==> config.mk <==
export PLATFORM = sky130hd
export DESIGN_NAME = keyed_record_table_unit
export DESIGN_NICKNAME = d
export VERILOG_FILES = /design/src/design/krt_pkg.sv /design/src/design/krt_ctrl.sv /design/src/design/krt_datapath.sv /design/src/design/keyed_record_table_unit.sv
export SDC_FILE = /design/constraint.sdc
export NUM_CORES = 2
export LEC_CHECK = 0
export ABC_AREA = 1
export BUFFER_PORTS_ARGS = -buffer_cell sky130_fd_sc_hd__buf_4
export CAP_MARGIN = 20
export CORE_MARGIN = 2
export CORE_UTILIZATION = 35
export DETAILED_ROUTE_END_ITERATION = 8
export PLACE_DENSITY_LB_ADDON = 0.05
export SYNTH_ARGS = -nofsm -noshare
export SYNTH_HDL_FRONTEND = slang
export SYNTH_SLANG_ARGS = --single-unit
==> constraint.sdc <==
create_clock -name i_clk -period 11.3 [get_ports i_clk]
set_input_delay 1.13 -clock i_clk [delete_from_list [all_inputs] [get_ports i_clk]]
set_output_delay 1.13 -clock i_clk [all_outputs]
set_load 0.01 [all_outputs]
==> src/design/krt_pkg.sv <==
// Shared types, codes and defaults for the keyed record table.
package krt_pkg;

    localparam int KRT_SLOTS = 64;

    // Word field widths
    localparam int MODE_W  = 3;
    localparam int KEY_W   = 32;
    localparam int CNT_W   = 16;
    localparam int STAT_W  = 2;
    localparam int SLOT_W  = 6;
    localparam int SUM_W   = 22;
    localparam int FILL_W  = 7;
    localparam int REC_W   = KEY_W + CNT_W;
    localparam int IN_DATA_W  = 48;
    localparam int OUT_DATA_W = 56;

    localparam logic [SUM_W-1:0] SUM_MAX = {SUM_W{1'b1}};

    // Command modes
    localparam logic [MODE_W-1:0] MODE_ADD    = 3'd0;
    localparam logic [MODE_W-1:0] MODE_REMOVE = 3'd1;
    localparam logic [MODE_W-1:0] MODE_FIND   = 3'd2;
    localparam logic [MODE_W-1:0] MODE_TOTAL  = 3'd3;
    localparam logic [MODE_W-1:0] MODE_CLEAR  = 3'd4;

    // Result status codes
    localparam logic [STAT_W-1:0] STAT_OK      = 2'd0;
    localparam logic [STAT_W-1:0] STAT_FULL    = 2'd1;
    localparam logic [STAT_W-1:0] STAT_MISSING = 2'd2;

    typedef enum logic [2:0] {
        S_IDLE,
        S_DECODE,
        S_SCAN,
        S_REM_RD,
        S_REM_WR,
        S_FINISH
    } t_state;

    // Controller to datapath
    typedef struct packed {
        logic              start;    // latch the input word, reset scan and result
        logic              scan;     // advance the table walk by one slot
        logic              add_wr;   // append record at the fill level
        logic              clear;    // empty the table
        logic              rd_last;  // read the last used record
        logic              rem_wr;   // move last record onto the matched slot
        logic              load_out; // load the result into the output register
        logic [STAT_W-1:0] status;   // status code for load_out
    } t_cmd;

    // Datapath to controller
    typedef struct packed {
        logic [MODE_W-1:0] mode;     // latched command mode
        logic              full;     // fill level has reached the slot count
        logic              hit;      // current scan data matches the key
        logic              scan_end; // every used slot has been seen
        logic              out_free; // output register can take a result
    } t_stat;

endpackage

==> src/design/krt_ctrl.sv <==
// Command sequencer of the keyed record table.
module krt_ctrl
    import krt_pkg::*;
(
    input  logic  i_clk,
    input  logic  i_rst_n,
    input  logic  i_in_valid,
    output logic  o_in_ready,
    input  t_stat i_stat,
    output t_cmd  o_cmd
);

    t_state r_state, n_state;

    always_ff @(posedge i_clk) begin
        if (!i_rst_n) begin
            r_state <= S_IDLE;
        end else begin
            r_state <= n_state;
        end
    end

    // Hold the result status until the finished result is loaded.
    logic [STAT_W-1:0] r_status, n_status;

    always_ff @(posedge i_clk) begin
        if (!i_rst_n) begin
            r_status <= STAT_OK;
        end else begin
            r_status <= n_status;
        end
    end

    always_comb begin
        n_state    = r_state;
        n_status   = r_status;
        o_in_ready = 1'b0;
        o_cmd      = '0;
        o_cmd.status = r_status;
        case (r_state)
            S_IDLE: begin
                o_in_ready = 1'b1;
                if (i_in_valid) begin
                    o_cmd.start = 1'b1;
                    n_status    = STAT_OK;
                    n_state     = S_DECODE;
                end
            end
            S_DECODE: begin
                case (i_stat.mode)
                    MODE_ADD: begin
                        if (i_stat.full) begin
                            n_status = STAT_FULL;
                        end else begin
                            o_cmd.add_wr = 1'b1;
                        end
                        n_state = S_FINISH;
                    end
                    MODE_REMOVE, MODE_FIND, MODE_TOTAL: begin
                        n_state = S_SCAN;
                    end
                    MODE_CLEAR: begin
                        o_cmd.clear = 1'b1;
                        n_state     = S_FINISH;
                    end
                    default: begin
                        n_state = S_FINISH;
                    end
                endcase
            end
            S_SCAN: begin
                o_cmd.scan = 1'b1;
                if (i_stat.hit) begin
                    n_state = (i_stat.mode == MODE_REMOVE) ? S_REM_RD : S_FINISH;
                end else if (i_stat.scan_end) begin
                    n_status = (i_stat.mode == MODE_TOTAL) ? STAT_OK : STAT_MISSING;
                    n_state  = S_FINISH;
                end
            end
            S_REM_RD: begin
                o_cmd.rd_last = 1'b1;
                n_state       = S_REM_WR;
            end
            S_REM_WR: begin
                o_cmd.rem_wr = 1'b1;
                n_state      = S_FINISH;
            end
            S_FINISH: begin
                if (i_stat.out_free) begin
                    o_cmd.load_out = 1'b1;
                    n_state        = S_IDLE;
                end
            end
            default: begin
                n_state = S_IDLE;
            end
        endcase
    end

endmodule

==> src/design/krt_datapath.sv <==
// Record memory, fill counter, table walk and result register.
module krt_datapath
    import krt_pkg::*;
#(
    parameter int SLOTS = KRT_SLOTS
) (
    input  logic                  i_clk,
    input  logic                  i_rst_n,
    input  t_cmd                  i_cmd,
    output t_stat                 o_stat,
    input  logic [MODE_W-1:0]     i_mode,
    input  logic [IN_DATA_W-1:0]  i_data,      // key[31:0], count_value[47:32]
    output logic                  o_out_valid,
    input  logic                  i_out_ready,
    output logic [OUT_DATA_W-1:0] o_out_data
);

    localparam int AW = (SLOTS > 1) ? $clog2(SLOTS) : 1;
    localparam int CW = $clog2(SLOTS + 1);
    localparam logic [CW-1:0] SLOTS_C = CW'(SLOTS);

    // Latched command word
    logic [MODE_W-1:0] r_mode;
    logic [KEY_W-1:0]  r_key;
    logic [CNT_W-1:0]  r_cnt;

    always_ff @(posedge i_clk) begin
        if (i_cmd.start) begin
            r_mode <= i_mode;
            r_key  <= i_data[KEY_W-1:0];
            r_cnt  <= i_data[KEY_W +: CNT_W];
        end
    end

    // Fill level
    logic [CW-1:0] r_fill;

    always_ff @(posedge i_clk) begin
        if (!i_rst_n) begin
            r_fill <= '0;
        end else if (i_cmd.clear) begin
            r_fill <= '0;
        end else if (i_cmd.add_wr) begin
            r_fill <= r_fill + 1'b1;
        end else if (i_cmd.rem_wr) begin
            r_fill <= r_fill - 1'b1;
        end
    end

    logic [CW-1:0] last_idx;
    assign last_idx = r_fill - 1'b1;

    // Record memory: {key, count}, one write and one registered read per cycle
    logic [REC_W-1:0] mem [0:SLOTS-1];
    logic [REC_W-1:0] r_rd_data;
    logic [CW-1:0]    r_rd_idx;
    logic [AW-1:0]    r_dat_idx;
    logic             r_dv;
    logic             rd_issue;
    logic [AW-1:0]    rd_addr;
    logic [AW-1:0]    r_slot;

    assign rd_issue = i_cmd.scan && (r_rd_idx < r_fill);
    assign rd_addr  = i_cmd.rd_last ? last_idx[AW-1:0] : r_rd_idx[AW-1:0];

    always_ff @(posedge i_clk) begin
        if (i_cmd.add_wr) begin
            mem[r_fill[AW-1:0]] <= {r_key, r_cnt};
        end else if (i_cmd.rem_wr) begin
            mem[r_slot] <= r_rd_data;
        end
        if (rd_issue || i_cmd.rd_last) begin
            r_rd_data <= mem[rd_addr];
        end
    end

    // Table walk: one read issued per cycle, data checked in the next cycle
    always_ff @(posedge i_clk) begin
        if (!i_rst_n) begin
            r_rd_idx <= '0;
            r_dv     <= 1'b0;
        end else if (i_cmd.start) begin
            r_rd_idx <= '0;
            r_dv     <= 1'b0;
        end else if (i_cmd.scan) begin
            r_dv <= rd_issue;
            if (rd_issue) begin
                r_rd_idx <= r_rd_idx + 1'b1;
            end
        end
    end

    always_ff @(posedge i_clk) begin
        if (rd_issue) begin
            r_dat_idx <= r_rd_idx[AW-1:0];
        end
    end

    logic hit;
    assign hit = i_cmd.scan && r_dv && (r_rd_data[REC_W-1:CNT_W] == r_key)
               && ((r_mode == MODE_FIND) || (r_mode == MODE_REMOVE));

    // Result fields gathered along the way
    logic [CNT_W-1:0] r_found;
    logic [SUM_W-1:0] r_sum;
    logic [SUM_W:0]   sum_add;

    assign sum_add = {1'b0, r_sum} + {{(SUM_W+1-CNT_W){1'b0}}, r_rd_data[CNT_W-1:0]};

    always_ff @(posedge i_clk) begin
        if (i_cmd.start) begin
            r_slot  <= '0;
            r_found <= '0;
            r_sum   <= '0;
        end else begin
            if (i_cmd.add_wr) begin
                r_slot <= r_fill[AW-1:0];
            end
            if (hit) begin
                r_slot <= r_dat_idx;
                if (r_mode == MODE_FIND) begin
                    r_found <= r_rd_data[CNT_W-1:0];
                end
            end
            if (i_cmd.scan && r_dv && (r_mode == MODE_TOTAL)) begin
                // saturate the running sum
                r_sum <= sum_add[SUM_W] ? SUM_MAX : sum_add[SUM_W-1:0];
            end
        end
    end

    // Output register
    logic                  r_out_valid;
    logic [OUT_DATA_W-1:0] r_out_data;
    logic [AW+SLOT_W-1:0]  slot_ext;
    logic [CW+FILL_W-1:0]  fill_ext;

    assign slot_ext = {{SLOT_W{1'b0}}, r_slot};
    assign fill_ext = {{FILL_W{1'b0}}, r_fill};

    always_ff @(posedge i_clk) begin
        if (!i_rst_n) begin
            r_out_valid <= 1'b0;
        end else if (i_cmd.load_out) begin
            r_out_valid <= 1'b1;
        end else if (i_out_ready) begin
            r_out_valid <= 1'b0;
        end
    end

    always_ff @(posedge i_clk) begin
        if (i_cmd.load_out) begin
            r_out_data <= {{(OUT_DATA_W-STAT_W-SLOT_W-CNT_W-SUM_W-FILL_W){1'b0}},
                           fill_ext[FILL_W-1:0], r_sum, r_found,
                           slot_ext[SLOT_W-1:0], i_cmd.status};
        end
    end

    assign o_out_valid = r_out_valid;
    assign o_out_data  = r_out_data;

    assign o_stat.mode     = r_mode;
    assign o_stat.full     = (r_fill >= SLOTS_C);
    assign o_stat.hit      = hit;
    assign o_stat.scan_end = !r_dv && (r_rd_idx >= r_fill);
    assign o_stat.out_free = !r_out_valid || i_out_ready;

endmodule

==> src/design/keyed_record_table_unit.sv <==
// Top level of the keyed record table: command stream in, result stream out.
//
// A dense table of up to SLOTS records, each a 32-bit signed key with a 16-bit
// count, kept in slots 0 up to the fill level with no gaps. Every input word
// is one command, chosen by the mode in s_axis_tuser: add appends a record at
// the fill level (status full when no slot is left), find returns the lowest
// matching slot and its count, remove moves the last record onto the lowest
// match and shrinks the table, total sums all stored counts saturating at the
// top of its 22-bit field, and clear empties the table. Unused modes do
// nothing and report ok. Each command yields exactly one result word on
// m_axis carrying the status, slot, found count, sum and fill level after
// the command. Commands run one at a time; find, total and remove walk the
// record memory through its single registered read port, one slot per
// cycle. A finished result waits in the output register, and the next
// command word is taken while it waits.
// The record memory is not cleared at reset; only slots below the fill level
// are ever read.
module keyed_record_table_unit
    import krt_pkg::*;
#(
    parameter int SLOTS = KRT_SLOTS
) (
    input  logic                  i_clk,
    input  logic                  i_rst_n,
    // command stream
    input  logic                  s_axis_tvalid,
    output logic                  s_axis_tready,
    input  logic [IN_DATA_W-1:0]  s_axis_tdata,  // key[31:0], count_value[47:32]
    input  logic [MODE_W-1:0]     s_axis_tuser,  // mode[2:0]
    // result stream
    output logic                  m_axis_tvalid,
    input  logic                  m_axis_tready,
    output logic [OUT_DATA_W-1:0] m_axis_tdata   // status[1:0], slot_index[7:2],
                                                 // found_count[23:8],
                                                 // count_sum[45:24],
                                                 // fill_level[52:46], zero[55:53]
);

    t_cmd  cmd;
    t_stat stat;

    // Sequencer: decodes the mode and steps the walk
    krt_ctrl u_ctrl (
        .i_clk      (i_clk),
        .i_rst_n    (i_rst_n),
        .i_in_valid (s_axis_tvalid),
        .o_in_ready (s_axis_tready),
        .i_stat     (stat),
        .o_cmd      (cmd)
    );

    // Datapath: record memory, fill level, sum and output register
    krt_datapath #(
        .SLOTS (SLOTS)
    ) u_datapath (
        .i_clk       (i_clk),
        .i_rst_n     (i_rst_n),
        .i_cmd       (cmd),
        .o_stat      (stat),
        .i_mode      (s_axis_tuser),
        .i_data      (s_axis_tdata),
        .o_out_valid (m_axis_tvalid),
        .i_out_ready (m_axis_tready),
        .o_out_data  (m_axis_tdata)
    );

endmodule

==> run metrics <==
WP data arrival=6.73 ns; via count=87.3k; Worst Setup EP=u_datapath.mem[56][41]; Max Slew Vio Count=0; Worst VDD drop=140 µV; Fill cells=36.7k; CTS resizes=0; cell taking the most area after synthesis=edfxtp_1; Slew Limit Headroom=0.218; Layout Nets=11.3k; DIE AREA=0.395 mm²; Reg clk slew, reported paths=0.06 ns; Syn Area/Cell=12.2 µm²; distinct cell type count after synthesis=41; Root Buffer=clkbuf_16; hold_buf cts=0; Vert. Die Dim=628 µm; largest cells by area after synthesis=edfxtp_1 71%, o211ai_1 7.7%, nand3_1 5.8%; reg-to-reg startpoint=u_ctrl.r_state[1]; fmax=163 MHz; clk_lat worst skew=0.97 ns; post-layout power=29.1 mW; RSZ-0062 raised after global routing=false; TNS Setup=0 ns; Slowest-stage cell, CP=nor2_4; Static Leak=58.1 nW; Most used DFF post-synth=edfxtp_1; fraction of layout instances using a drive strength above 1=0.0846; CTS tree=yes; most common cell in the netlist=edfxtp_1; Final ANT Viol Nets=0; Seq/Total Area, Yosys=0.721; Final HPWL DP=265000 µm; total gr overflow=0; reg2reg path depth=11; Area after DPL=0.144 mm²; post-route setup slack=5.17 ns; Vias/cell=5.22; critical path endpoint category=register; dpl cells=16.0k; DRT iter0 DRCs=8661; min Tclk post-route=6.13 ns; crit path cell chain=nor2_1 -> inv_1 -> nor2_4 -> buf_4 -> inv_2 -> o21ai_0 -> inv_1 -> nor2_1 -> nand3_1 -> nor2_4 -> buf_4; final-report setup violation count=0; P per Cell Area=187 mW/mm²; GRT Total Usage=0.230; design area=0.155 mm²; Setup Slack @ Placement=5.10 ns; Starting Density=0.351; worst reg2reg endpoint=u_datapath.mem[56][41]; CP startpoint=u_ctrl.r_state[1]; final worst path period share=0.543; port bufs=109; H-tree levels=5; initial antenna violation count=29; EDFF count, synth=3230; GPL Wtd Cong=0.811; Hold Slack=0.344 ns; Ports=113; CP Max Fanout=39; clk_skew=0.0388 ns; maxcap violations=0; fraction of registers with async set/reset=0; Yosys warning count=0; Yosys top cell area share=0.711; per-cell routed wire length=27.9 µm; vias in the first global route=82.9k; DIE WIDTH=628 µm; Area growth syn-to-layout=13.8%; drt first pass iters=6; Worst-Margin Slew=1.17 ns; status=finished, final reports clean; final WL=466000 µm; CTS max path bufs=4; DRC=0; Num CTS Buffers=382; max incr delay on CP=1.19 ns; Crit path required time=11.90 ns; Non-Filler Instances=16.7k; Startpoint Class=register; post-layout util=0.400; Site Rows=229; synthesized area=0.136 mm²; setup bufs post-CTS=0; final hold vios=0; Commonest cells post-synth=3230 x edfxtp_1, 2048 x nand2_1, 1592 x nand3_1; clk sinks=3295; largest net degree at the start of global routing=193; reg2reg setup slack=5.17 ns; Seq cells post-synth=3295; core box area=0.389 mm²; Mapped Cells=11.2k; HP Class=primary input to register; first-pass GRT wire length=654000 µm; crit path kind=register to register
==> state kept, by name, indices dropped and copies added (netlist names) <==
| register | count |
|---|---|
| u_datapath.r_mode | 3 |
| u_datapath.r_sum | 22 |
| u_datapath.r_fill | 7 |
| u_datapath.r_dat_idx | 6 |
| u_datapath.r_found | 16 |
| u_datapath.r_slot | 6 |
| u_datapath.r_dv | 1 |
| u_datapath.r_rd_data | 48 |
| u_ctrl.r_status | 2 |
| u_datapath.mem | 3072 |
| u_datapath.r_cnt | 16 |
| u_datapath.o_out_data | 53 |
| u_datapath.r_rd_idx | 7 |
| u_ctrl.r_state | 3 |
| u_datapath.o_out_valid | 1 |
| u_datapath.r_key | 32 |
==> cells in the final DEF (no fill, tap or decap), drive strengths merged, types with 4 or more instances in the layout <==
cell,n
edfxtp,3230
nand2,2050
inv,1604
nand3,1593
o211ai,1392
clkbuf,489
buf,354
nor2,177
clkinv,161
o21ai,149
a21oi,110
dfxtp,65
ha,26
nor3,24
xor2,19
diode,12
bufinv,12
xnor2,11
a31oi,10
clkinvlp,7
nand4,6
or2,4
==> logic make-up after synthesis <==
group / share of synthesized area
simple gates: 0.122
flops: 0.721
buf+inv: 0.0663
compound gates: 0.0870
xor+xnor: 0.00193
fa+ha+maj: 0.00253
other cells: 0.0000275
==> cell type report <==
class	count	area [µm²]	area share
Inverter	1587	6000	0.0386
Sequential cell	3295	98300	0.633
Tap cell	5197	6500	0.0419
Multi-Input combinational cell	5589	30100	0.194
Clock buffer	489	10100	0.0649
Clock inverter	197	1340	0.00864
Timing Repair Buffer	354	2970	0.0191
Antenna cell	12	30.0	0.000193
==> worst min path at each step <==
stage	from	end	slack, ns	depth (start not counted)
floorplan	u_datapath.r_fill[2]	u_datapath.o_out_data[48]	0.40	0
global placement	u_datapath.r_found[12]	u_datapath.o_out_data[20]	0.42	0
detailed placement	u_datapath.r_found[12]	u_datapath.o_out_data[20]	0.42	0
CTS	s_axis_tdata[44]	u_datapath.r_cnt[12]	0.25	1
global route	s_axis_tdata[44]	u_datapath.r_cnt[12]	0.30	1
finish	s_axis_tdata[44]	u_datapath.r_cnt[12]	0.34	1
==> routing by layer <==
metal / GRT usage / share of wire / vias up / wire length [µm]
li1: - / - / 40000 / -
met1: 0.341 / 0.47 / 44400 / 220000
met2: 0.361 / 0.45 / 2428 / 212000
met3: 0.0347 / 0.057 / 474 / 26500
met4: 0.0437 / 0.018 / 0 / 8490
met5: 0 / 0 / - / 0
==> report_power, final <==
group,internal [mW],leakage [nW],switching (mW)
logic,0.518,22.9,2.55
registers,14.4,29.6,0.0993
clock network,6.54,5.57,5.04
==> critical path: cells and delay by family, from the launching register on <==
family                 cells  cell delay [ns]
and+or+nand+nor            5             2.47
buffers and inverters      5             2.09
AOI/OAI and AO/OA          1             0.71
DFF                        1             0.40
Power figures use the tool's default switching activity.
